===== src/rtl/flbm_pkg.sv =====
// flbm_pkg: shared constants, op, request and status codes and the line
// control struct of the fixed latency burst memory
// no dependencies
`default_nettype none

package flbm_pkg;

    // default configuration
    localparam int DEF_WORD_BYTES  = 8;
    localparam int DEF_LATENCY     = 4;
    localparam int DEF_BURST_WORDS = 4;
    localparam int DEF_MEM_BYTES   = 65536;
    localparam int DEF_TAG_BITS    = 8;

    // fixed field widths of the stream payload
    localparam int ADDR_W      = 16;
    localparam int DATA_PORT_W = 64;
    localparam int TAG_PORT_W  = 8;
    localparam int BE_PORT_W   = 8;

    typedef logic [1:0] op_t;
    typedef logic [1:0] req_t;
    typedef logic [2:0] status_t;

    localparam op_t OP_REQUEST = 2'd0;
    localparam op_t OP_TICK    = 2'd1;
    localparam op_t OP_DEQUEUE = 2'd2;

    localparam req_t REQ_BURST  = 2'd0;
    localparam req_t REQ_STORE  = 2'd1;
    localparam req_t REQ_SINGLE = 2'd2;
    localparam req_t REQ_NONE   = 2'd3;

    localparam status_t ST_OK        = 3'd0;
    localparam status_t ST_BUSY      = 3'd1;
    localparam status_t ST_EMPTY     = 3'd2;
    localparam status_t ST_UNALIGNED = 3'd3;
    localparam status_t ST_RANGE     = 3'd4;

    // one command to the response line per cycle
    typedef struct packed {
        logic shift;
        logic dequeue;
        logic put;
    } line_ctrl_t;

endpackage

`default_nettype wire


===== src/rtl/flbm_line.sv =====
// flbm_line: the response line, LATENCY slots that shift toward the head
// depends on flbm_pkg for the line control struct and the request type
`default_nettype none

module flbm_line #(
    parameter int LATENCY     = 4,
    parameter int BURST_WORDS = 4,
    parameter int TAG_W       = 8,
    parameter int DATA_W      = 64,
    localparam int SLOT_W     = (LATENCY > 1) ? $clog2(LATENCY) : 1
) (
    input  wire logic                 clk,
    input  wire logic                 rst_n,
    input  wire flbm_pkg::line_ctrl_t ctrl,
    input  wire logic [SLOT_W-1:0]    put_slot,
    input  wire flbm_pkg::req_t       put_type,
    input  wire logic [TAG_W-1:0]     put_tag,
    input  wire logic [DATA_W-1:0]    put_data,
    output logic                      head_valid,
    output flbm_pkg::req_t            head_type,
    output logic      [TAG_W-1:0]     head_tag,
    output logic      [DATA_W-1:0]    head_data,
    output logic                      burst_room
);

    import flbm_pkg::*;

    localparam int BURST_N    = (BURST_WORDS > LATENCY) ? LATENCY : BURST_WORDS;
    localparam int FIRST_SLOT = LATENCY - BURST_N;

    logic              valid_reg [LATENCY];
    req_t              type_reg  [LATENCY];
    logic [TAG_W-1:0]  tag_reg   [LATENCY];
    logic [DATA_W-1:0] data_reg  [LATENCY];

    always_ff @(posedge clk or negedge rst_n)
    begin
        if (!rst_n)
        begin
            for (int i = 0; i < LATENCY; i++)
            begin
                valid_reg[i] <= 1'b0;
            end
        end
        else
        begin
            if (ctrl.shift)
            begin
                for (int i = 0; i < LATENCY - 1; i++)
                begin
                    valid_reg[i] <= valid_reg[i+1];
                end
                valid_reg[LATENCY-1] <= 1'b0;
            end
            if (ctrl.dequeue)
            begin
                valid_reg[0] <= 1'b0;
            end
            if (ctrl.put)
            begin
                valid_reg[put_slot] <= 1'b1;
            end
        end
    end

    always_ff @(posedge clk)
    begin
        if (ctrl.shift)
        begin
            for (int i = 0; i < LATENCY - 1; i++)
            begin
                type_reg[i] <= type_reg[i+1];
                tag_reg[i]  <= tag_reg[i+1];
                data_reg[i] <= data_reg[i+1];
            end
        end
        if (ctrl.put)
        begin
            type_reg[put_slot] <= put_type;
            tag_reg[put_slot]  <= put_tag;
            data_reg[put_slot] <= put_data;
        end
    end

    // room for a burst once the line has shifted: old slots above the
    // first burst slot must be empty, the tail is always free after a shift
    always_comb
    begin
        burst_room = 1'b1;
        for (int i = FIRST_SLOT; i < LATENCY - 1; i++)
        begin
            if (valid_reg[i+1])
            begin
                burst_room = 1'b0;
            end
        end
    end

    assign head_valid = valid_reg[0];
    assign head_type  = type_reg[0];
    assign head_tag   = tag_reg[0];
    assign head_data  = data_reg[0];

endmodule

`default_nettype wire


===== config.mk =====
export PLATFORM = sky130hd
export DESIGN_NAME = flbm_line
export DESIGN_NICKNAME = d
export VERILOG_FILES = /design/src/rtl/flbm_pkg.sv /design/src/rtl/flbm_line.sv
export SDC_FILE = /design/constraint.sdc
export NUM_CORES = 1
export LEC_CHECK = 0
export ABC_CLOCK_PERIOD_IN_PS = 1050
export BUFFER_PORTS_ARGS = -buffer_cell sky130_fd_sc_hd__buf_2
export CORE_ASPECT_RATIO = 0.9
export CORE_MARGIN = 3
export CORE_UTILIZATION = 51
export CTS_CLUSTER_DIAMETER = 120
export CTS_CLUSTER_SIZE = 20
export DETAILED_ROUTE_END_ITERATION = 16
export GPL_TIMING_DRIVEN = 0
export PLACE_DENSITY_LB_ADDON = 0.05
export REMOVE_ABC_BUFFERS = 1
export SETUP_SLACK_MARGIN = 0.02
export SYNTH_ARGS = -nofsm -noshare
export SYNTH_HDL_FRONTEND = slang
export SYNTH_SLANG_ARGS = --single-unit

===== constraint.sdc =====
create_clock -name clk -period 1.05 [get_ports clk]
set_input_delay 0.2625 -clock clk [delete_from_list [all_inputs] [get_ports clk]]
set_output_delay 0.2625 -clock clk [all_outputs]
set_load 0.005 [all_outputs]

==> impl_metrics.toml, run 1 <==
[routing]
wl_per_cell_um = 24.6
via_per_inst = 5.52
routed_wl_um = 30100
drt_iter0_drc = 462
postRouteAntennaNets = 0
drcViolationCount = 0
vias = 6754
dr.pass1.iters = 4

[worst_setup_path]
critPathMaxFanout = 2
endpoint_kind = "primary output"
critPathMaxStageDelay_ns = 0.40
required_ns = 0.79
critPathLaunchType = "flop"
path_cells = "nor3_2, buf_2"
r2r_setup_slack_ns = 0.07
path_buf_inv = 1
cp.arrival_ns = 1.17
worstSetupPathType = "reg2out"
crit_family = "flip-flops"
slowest_stage = "dfrtp_1"

[logic_synthesis]
synth_area_um2 = 11800
ys_ff_latch = 300
synthXorXnorAreaFrac = 0
synth_fa_ha_area_frac = 0
synth_top_family_by_area = "multiplexers"
syn_inst = 563
muxShareOfSynthArea = 0.215
synth.top_cell.area_share = 0.756
yosysUniqueCellTypes = 16
synthTopCellsByArea = "edfxtp_1 76%, mux2_2 21%, dfrtp_1 0.85%"
synth_compound_gate_area_share = 0.00128
syn_area_per_cell_um2 = 20.9
yosysSeqAreaShare = 0.765
ys.warnings.count = 0
yosysTopAreaCell = "edfxtp_1"
synth-simple-area-share = 0.00511

[clocking]
clockBufferDepth = 3
cts_sinks = 300
clock_latency_ns = 0.50
cts_buffers = 18
cts-root-buf = "clkbuf_16"
cts_tree = "done"
clkSlewWorstSetupHoldPaths_ns = 0.08
htree_levels = 1

[sta]
skew_ns = 0.00910
setup_tns_ns = -41.28
rsz0062_at_grt = "true"
tightest_slew_ns = 0.690
finalHoldViolations = 0
setup_violations = 403
timing.final.crit_share = 1.37
clock.fmax_mhz = 696
setup_ws_ns = -0.386
finalMaxSlewViolations = 0
period_needed_ns = 1.44
slew-limit-headroom = 0.540

[floorplan]
fp-row-count = 52
fp.coreArea_um2 = 22600
initial_core_util = 0.521
die_h_um = 150
die_area_um2 = 24900
pin_count = 157
die_w_um = 166

[final_layout]
final_nets = 1002
fin_util = 0.733
insertedDiodeCount = 0
area_growth_pct = 40.8
fill_cells = 1345
drive_gt1_frac = 0.580
multi_input_area_um2 = 3080
largest_reg_flops = 256
seq_area_um2 = 8990
layout.cells.non_filler = 1223

[place]
place_congestion = 0.710
dp_cells = 1011
place_hpwl_um = 14000
port_buffers = 156
pre_cts_ws_ns = -1.88

[global_routing]
top_usage_layer = "met2"
first_global_vias = 6854
use_met1 = 0.302
grt_pass1_wl_um = 42000
gr-total-overflow = 0
antenna_found_initial = 0
grtUsageMet2 = 0.375
grt_use_total = 0.222
grt_max_degree = 41
use_met3 = 0.0460

[run_status]
outcome = "finished with violations"
violations = "setup timing"

[pwr]
vdd_ir_drop_max_mv = 1.03
p_per_area_nw_per_um2 = 1500
total_power_mw = 24.9
p_leak_nw = 6.39

[run]
maxCapViolations = 0

[worst_hold_path]
hold_class = "in2reg"
-- Yosys cell counts --
library cell,count
buf_2,11
a21o_1,1
o21bai_1,1
nor3_1,1
clkbuf_1,1
mux2_2,222
nand2_1,4
and3_1,1
nor3b_2,1
buf_4,13
nand3b_1,2
inv_1,1
edfxtp_1,296
mux2i_1,3
or2_2,1
dfrtp_1,4
-- layout make-up --
type | instances | area share
inverters | 1 | 0.000453
flip-flops and latches | 300 | 0.543
multi-input cells | 249 | 0.186
clock buffers | 25 | 0.0301
repair buffers | 351 | 0.218
well taps | 297 | 0.0224
-- repair_timing --
action,CTS,global route
hold buffers,74,0
endpoints found under the hold margin,77,0
endpoints found under the setup margin,557,490
cloned,28,11
pin swaps,9,5
gates resized for setup,95,87
buffers inserted,47,38
-- path summary, 6_finish.rpt --
check	endpoint	cells past startpoint	start
hold / removal	data_reg[3][21]$_DFFE_PP_	1	put_data[21]
min in group asynchronous	head_valid$_DFF_PN0_	2	rst_n
max in group asynchronous	valid_reg[1]$_DFF_PN0_	2	rst_n
setup reg to reg	valid_reg[1]$_DFF_PN0_	4	valid_reg[1]$_DFF_PN0_
hold reg to reg	valid_reg[0]$_DFF_PN0_	1	valid_reg[0]$_DFF_PN0_
setup / recovery	burst_room	2	valid_reg[1]$_DFF_PN0_
-- kinds of logic (layout without fill, tap and decap cells) --
family | Yosys count | after routing
buffers and inverters | 26 | 377
and+or+nand+nor | 10 | 22
muxes | 225 | 225
AOI/OAI and AO/OA | 2 | 2
DFF | 300 | 300
-- cells in the final DEF (no fill, tap or decap) --
cell / instances
mux2i_1: 3
edfxtp_1: 296
buf_12: 31
mux2_2: 161
buf_2: 153
mux2_4: 61
o21bai_1: 1
buf_4: 31
clkinvlp_4: 1
buf_16: 22
a21o_1: 1
nand3b_1: 2
buf_8: 15
dfrtp_1: 4
and3_4: 1
nand2_1: 2
clkbuf_16: 29
and3_2: 1
clkbuf_1: 6
or2_4: 4
nor3b_4: 1
nor3_2: 1
buf_6: 15
nand2_8: 10
dlygate4sd3_1: 74
-- per-stage QoR --
step | area (um2) | hold WS, ns
3_3_place_gp | 12700 | 0.0634
3_5_place_dp | 13200 | 0.0762
2_1_floorplan | 11600 | -0.0331
4_1_cts | 15900 | 0.00103
5_1_grt | 16600 | 0.0137
6_report | 16600 | 0.0249
-- metal layers --
| metal | share of wire | up-vias |
|---|---|---|
| li1 | - | 2978 |
| met1 | 0.43 | 3528 |
| met2 | 0.50 | 210 |
| met3 | 0.052 | 38 |
| met4 | 0.023 | 0 |
| met5 | 0 | - |
-- power breakdown --
part | internal (mW) | total [mW] | switching [mW]
sequential | 14.3 | 14.5 | 0.264
combinational | 1.98 | 3.39 | 1.41
clock | 3.31 | 6.95 | 3.64
No activity file was read; power rests on OpenSTA's default activity.
==> run 2, diff against run 1 <==
- ABC_AREA: default -> 1
==> impl_metrics.toml, run 2 <==
[final_layout]
largest_reg_flops = 256
area_growth_pct = 32.4
fill_cells = 1715
final_common_cell = "nand2_1"
insertedDiodeCount = 0
multi_input_area_um2 = 3300
layout.cells.non_filler = 1655
final_nets = 1429
layout_common_cells = "451 x nand2_1, 296 x edfxtp_1, 153 x buf_2"
seq_area_um2 = 8990
drive_gt1_frac = 0.221

[logic_synthesis]
synth_area_um2 = 12500
synth.top_cell.area_share = 0.710
synth_flop_cell = "edfxtp_1"
ys_top_cells_by_count = "457 x nand2_1, 296 x edfxtp_1, 148 x nand4_1"
synth_edf_count = 296
syn_area_per_cell_um2 = 11.5
ys.warnings.count = 0
yosysUniqueCellTypes = 15
ys_ff_latch = 300
yosysSeqAreaShare = 0.718
async_flop_share = 0.0133
synthTopCellsByArea = "edfxtp_1 71%, nand2_1 14%, nand4_1 7.4%"
yosysMostFrequentCell = "nand2_1"
yosysTopAreaCell = "edfxtp_1"
syn_inst = 1084

[routing]
wl_per_cell_um = 24.9
postRouteAntennaNets = 0
via_per_inst = 6.08
routed_wl_um = 41200
vias = 10100
dr.pass1.iters = 6
drcViolationCount = 0
drt_iter0_drc = 1065

[worst_setup_path]
path_depth = 2
critPathMaxStageDelay_ns = 0.39
r2r_cells = 5
cp.arrival_ns = 1.19
slowest_stage = "dfrtp_1"
required_ns = 0.79
endpoint_kind = "primary output"
path_buf_inv = 1
path_cells = "nor3_2, buf_2"
crit_family = "flip-flops"
worstSetupPathType = "reg2out"
critPathLaunchType = "flop"
critPathMaxFanout = 2

[floorplan]
fp-row-count = 53
die_area_um2 = 26400
pin_count = 157
die_w_um = 171
initial_core_util = 0.527
fp.coreArea_um2 = 23700
die_h_um = 155

[sta]
setup_ws_ns = -0.405
clock.fmax_mhz = 687
slew-limit-headroom = 0.688
finalMaxSlewViolations = 0
period_needed_ns = 1.45
tightest_slew_ns = 0.468
holdWs_ns = 0.0109
setup_violations = 98
finalHoldViolations = 0
skew_ns = 0.00820
timing.final.crit_share = 1.39
rsz0062_at_grt = "true"

[clocking]
cts_tree = "done"
cts_buffers = 18
cts_sinks = 300
htree_levels = 1
clkSlewWorstSetupHoldPaths_ns = 0.08
clock_latency_ns = 0.51
clockBufferDepth = 3
cts-root-buf = "clkbuf_16"

[place]
dp_cells = 1466
place_congestion = 0.719
port_buffers = 156
place_hpwl_um = 16000

[pwr]
switching_power_mw = 6.14
p_int_mw = 19.2
power_frac_comb = 0.145
p_clk_frac = 0.280
p_leak_nw = 7.10
p_per_area_nw_per_um2 = 1530
swShare = 0.242
vdd_ir_drop_max_mv = 1.38
seqPwrFrac = 0.575

[worst_hold_path]
hold_class = "in2reg"
hold_depth = 1

[global_routing]
grt_use_total = 0.307
first_global_vias = 9537
grt_max_degree = 62
grt_pass1_wl_um = 60200
antenna_found_initial = 1
gr-total-overflow = 0

[run_status]
violations = "setup timing"
outcome = "finished with violations"

[run]
maxCapViolations = 0
-- run 2: worst paths after layout --
path	to	slack, ns	startpoint
setup reg to reg	head_valid$_DFF_PN0_	0.19	valid_reg[2]$_DFF_PN0_
hold / removal	type_reg[3][0]$_DFFE_PP_	0.01	put_type[0]
max in group asynchronous	valid_reg[1]$_DFF_PN0_	0.81	rst_n
min in group asynchronous	valid_reg[2]$_DFF_PN0_	0.12	rst_n
setup / recovery	burst_room	-0.40	valid_reg[0]$_DFF_PN0_
hold reg to reg	data_reg[2][20]$_DFFE_PP_	0.51	data_reg[3][20]$_DFFE_PP_
-- run 2: repair_timing --
item	CTS	global route
gates resized for setup	60	4
setup endpoints to repair	597	239
buffers inserted	49	8
hold buffers	68	0
cloned	40	4
pin swaps	11	8
hold endpoints to repair	71	0
-- run 2: per-layer routing --
| layer | track usage | share of wire | vias up | routed length (um) |
|---|---|---|---|---|
| met4 | 0.0808 | 0.027 | 2 | 1130 |
| met1 | 0.441 | 0.38 | 4887 | 15700 |
| met3 | 0.0547 | 0.11 | 77 | 4720 |
| li1 | - | - | 4418 | - |
| met2 | 0.490 | 0.48 | 675 | 19600 |
| met5 | 0 | 0.0013 | - | 52 |
-- run 2: worst register-to-register path, delay by kind of cell, from the launching register on --
family / cells / cell delay (ns)
buffers and inverters: 2 / 0.18
flip-flops: 1 / 0.40
AND/OR/NAND/NOR: 3 / 0.17
-- run 2: area by class of cell --
type | count | area share
clock buffers | 25 | 0.0301
inverters | 6 | 0.00355
multi-input cells | 695 | 0.199
flip-flops and latches | 300 | 0.543
well taps | 302 | 0.0228
repair buffers | 323 | 0.200
repair inverters | 4 | 0.00211
-- run 2: power by group through the flow --
stage	Sequential [mW]	Clock (mW)	Combinational (mW)
floorplan	14.8	0	1.00
global placement	14.9	0	2.27
detailed placement	14.8	0	2.41
CTS	14.5	7.21	3.62
global route	14.6	7.57	3.94
finish	14.5	7.10	3.67
-- run 2: kinds of logic after synthesis --
kind of cell / after synthesis / synth area share
buffers and inverters: 96 / 0.0372
AO/OA/AOI/OAI: 1 / 0.000400
flip-flops: 300 / 0.718
AND/OR/NAND/NOR: 687 / 0.244
-- run 2: stage by stage --
| step | setup TNS [ns] | total power, mW | area (um2) | setup slack (ns) | utilization |
|---|---|---|---|---|---|
| final | -17.67 | 25.3 | 16600 | -0.405 | 0.698 |
| after global routing | -21.25 | 26.2 | 16600 | -0.476 | 0.698 |
| after CTS | -20.06 | 25.4 | 16500 | -0.425 | 0.697 |
| after detailed placement | -906.73 | 17.2 | 13600 | -2.75 | 0.574 |
| after global placement | -4732.94 | 17.1 | 13200 | -11.18 | 0.557 |
| after floorplan | -1763.68 | 15.8 | 12100 | -4.66 | - |
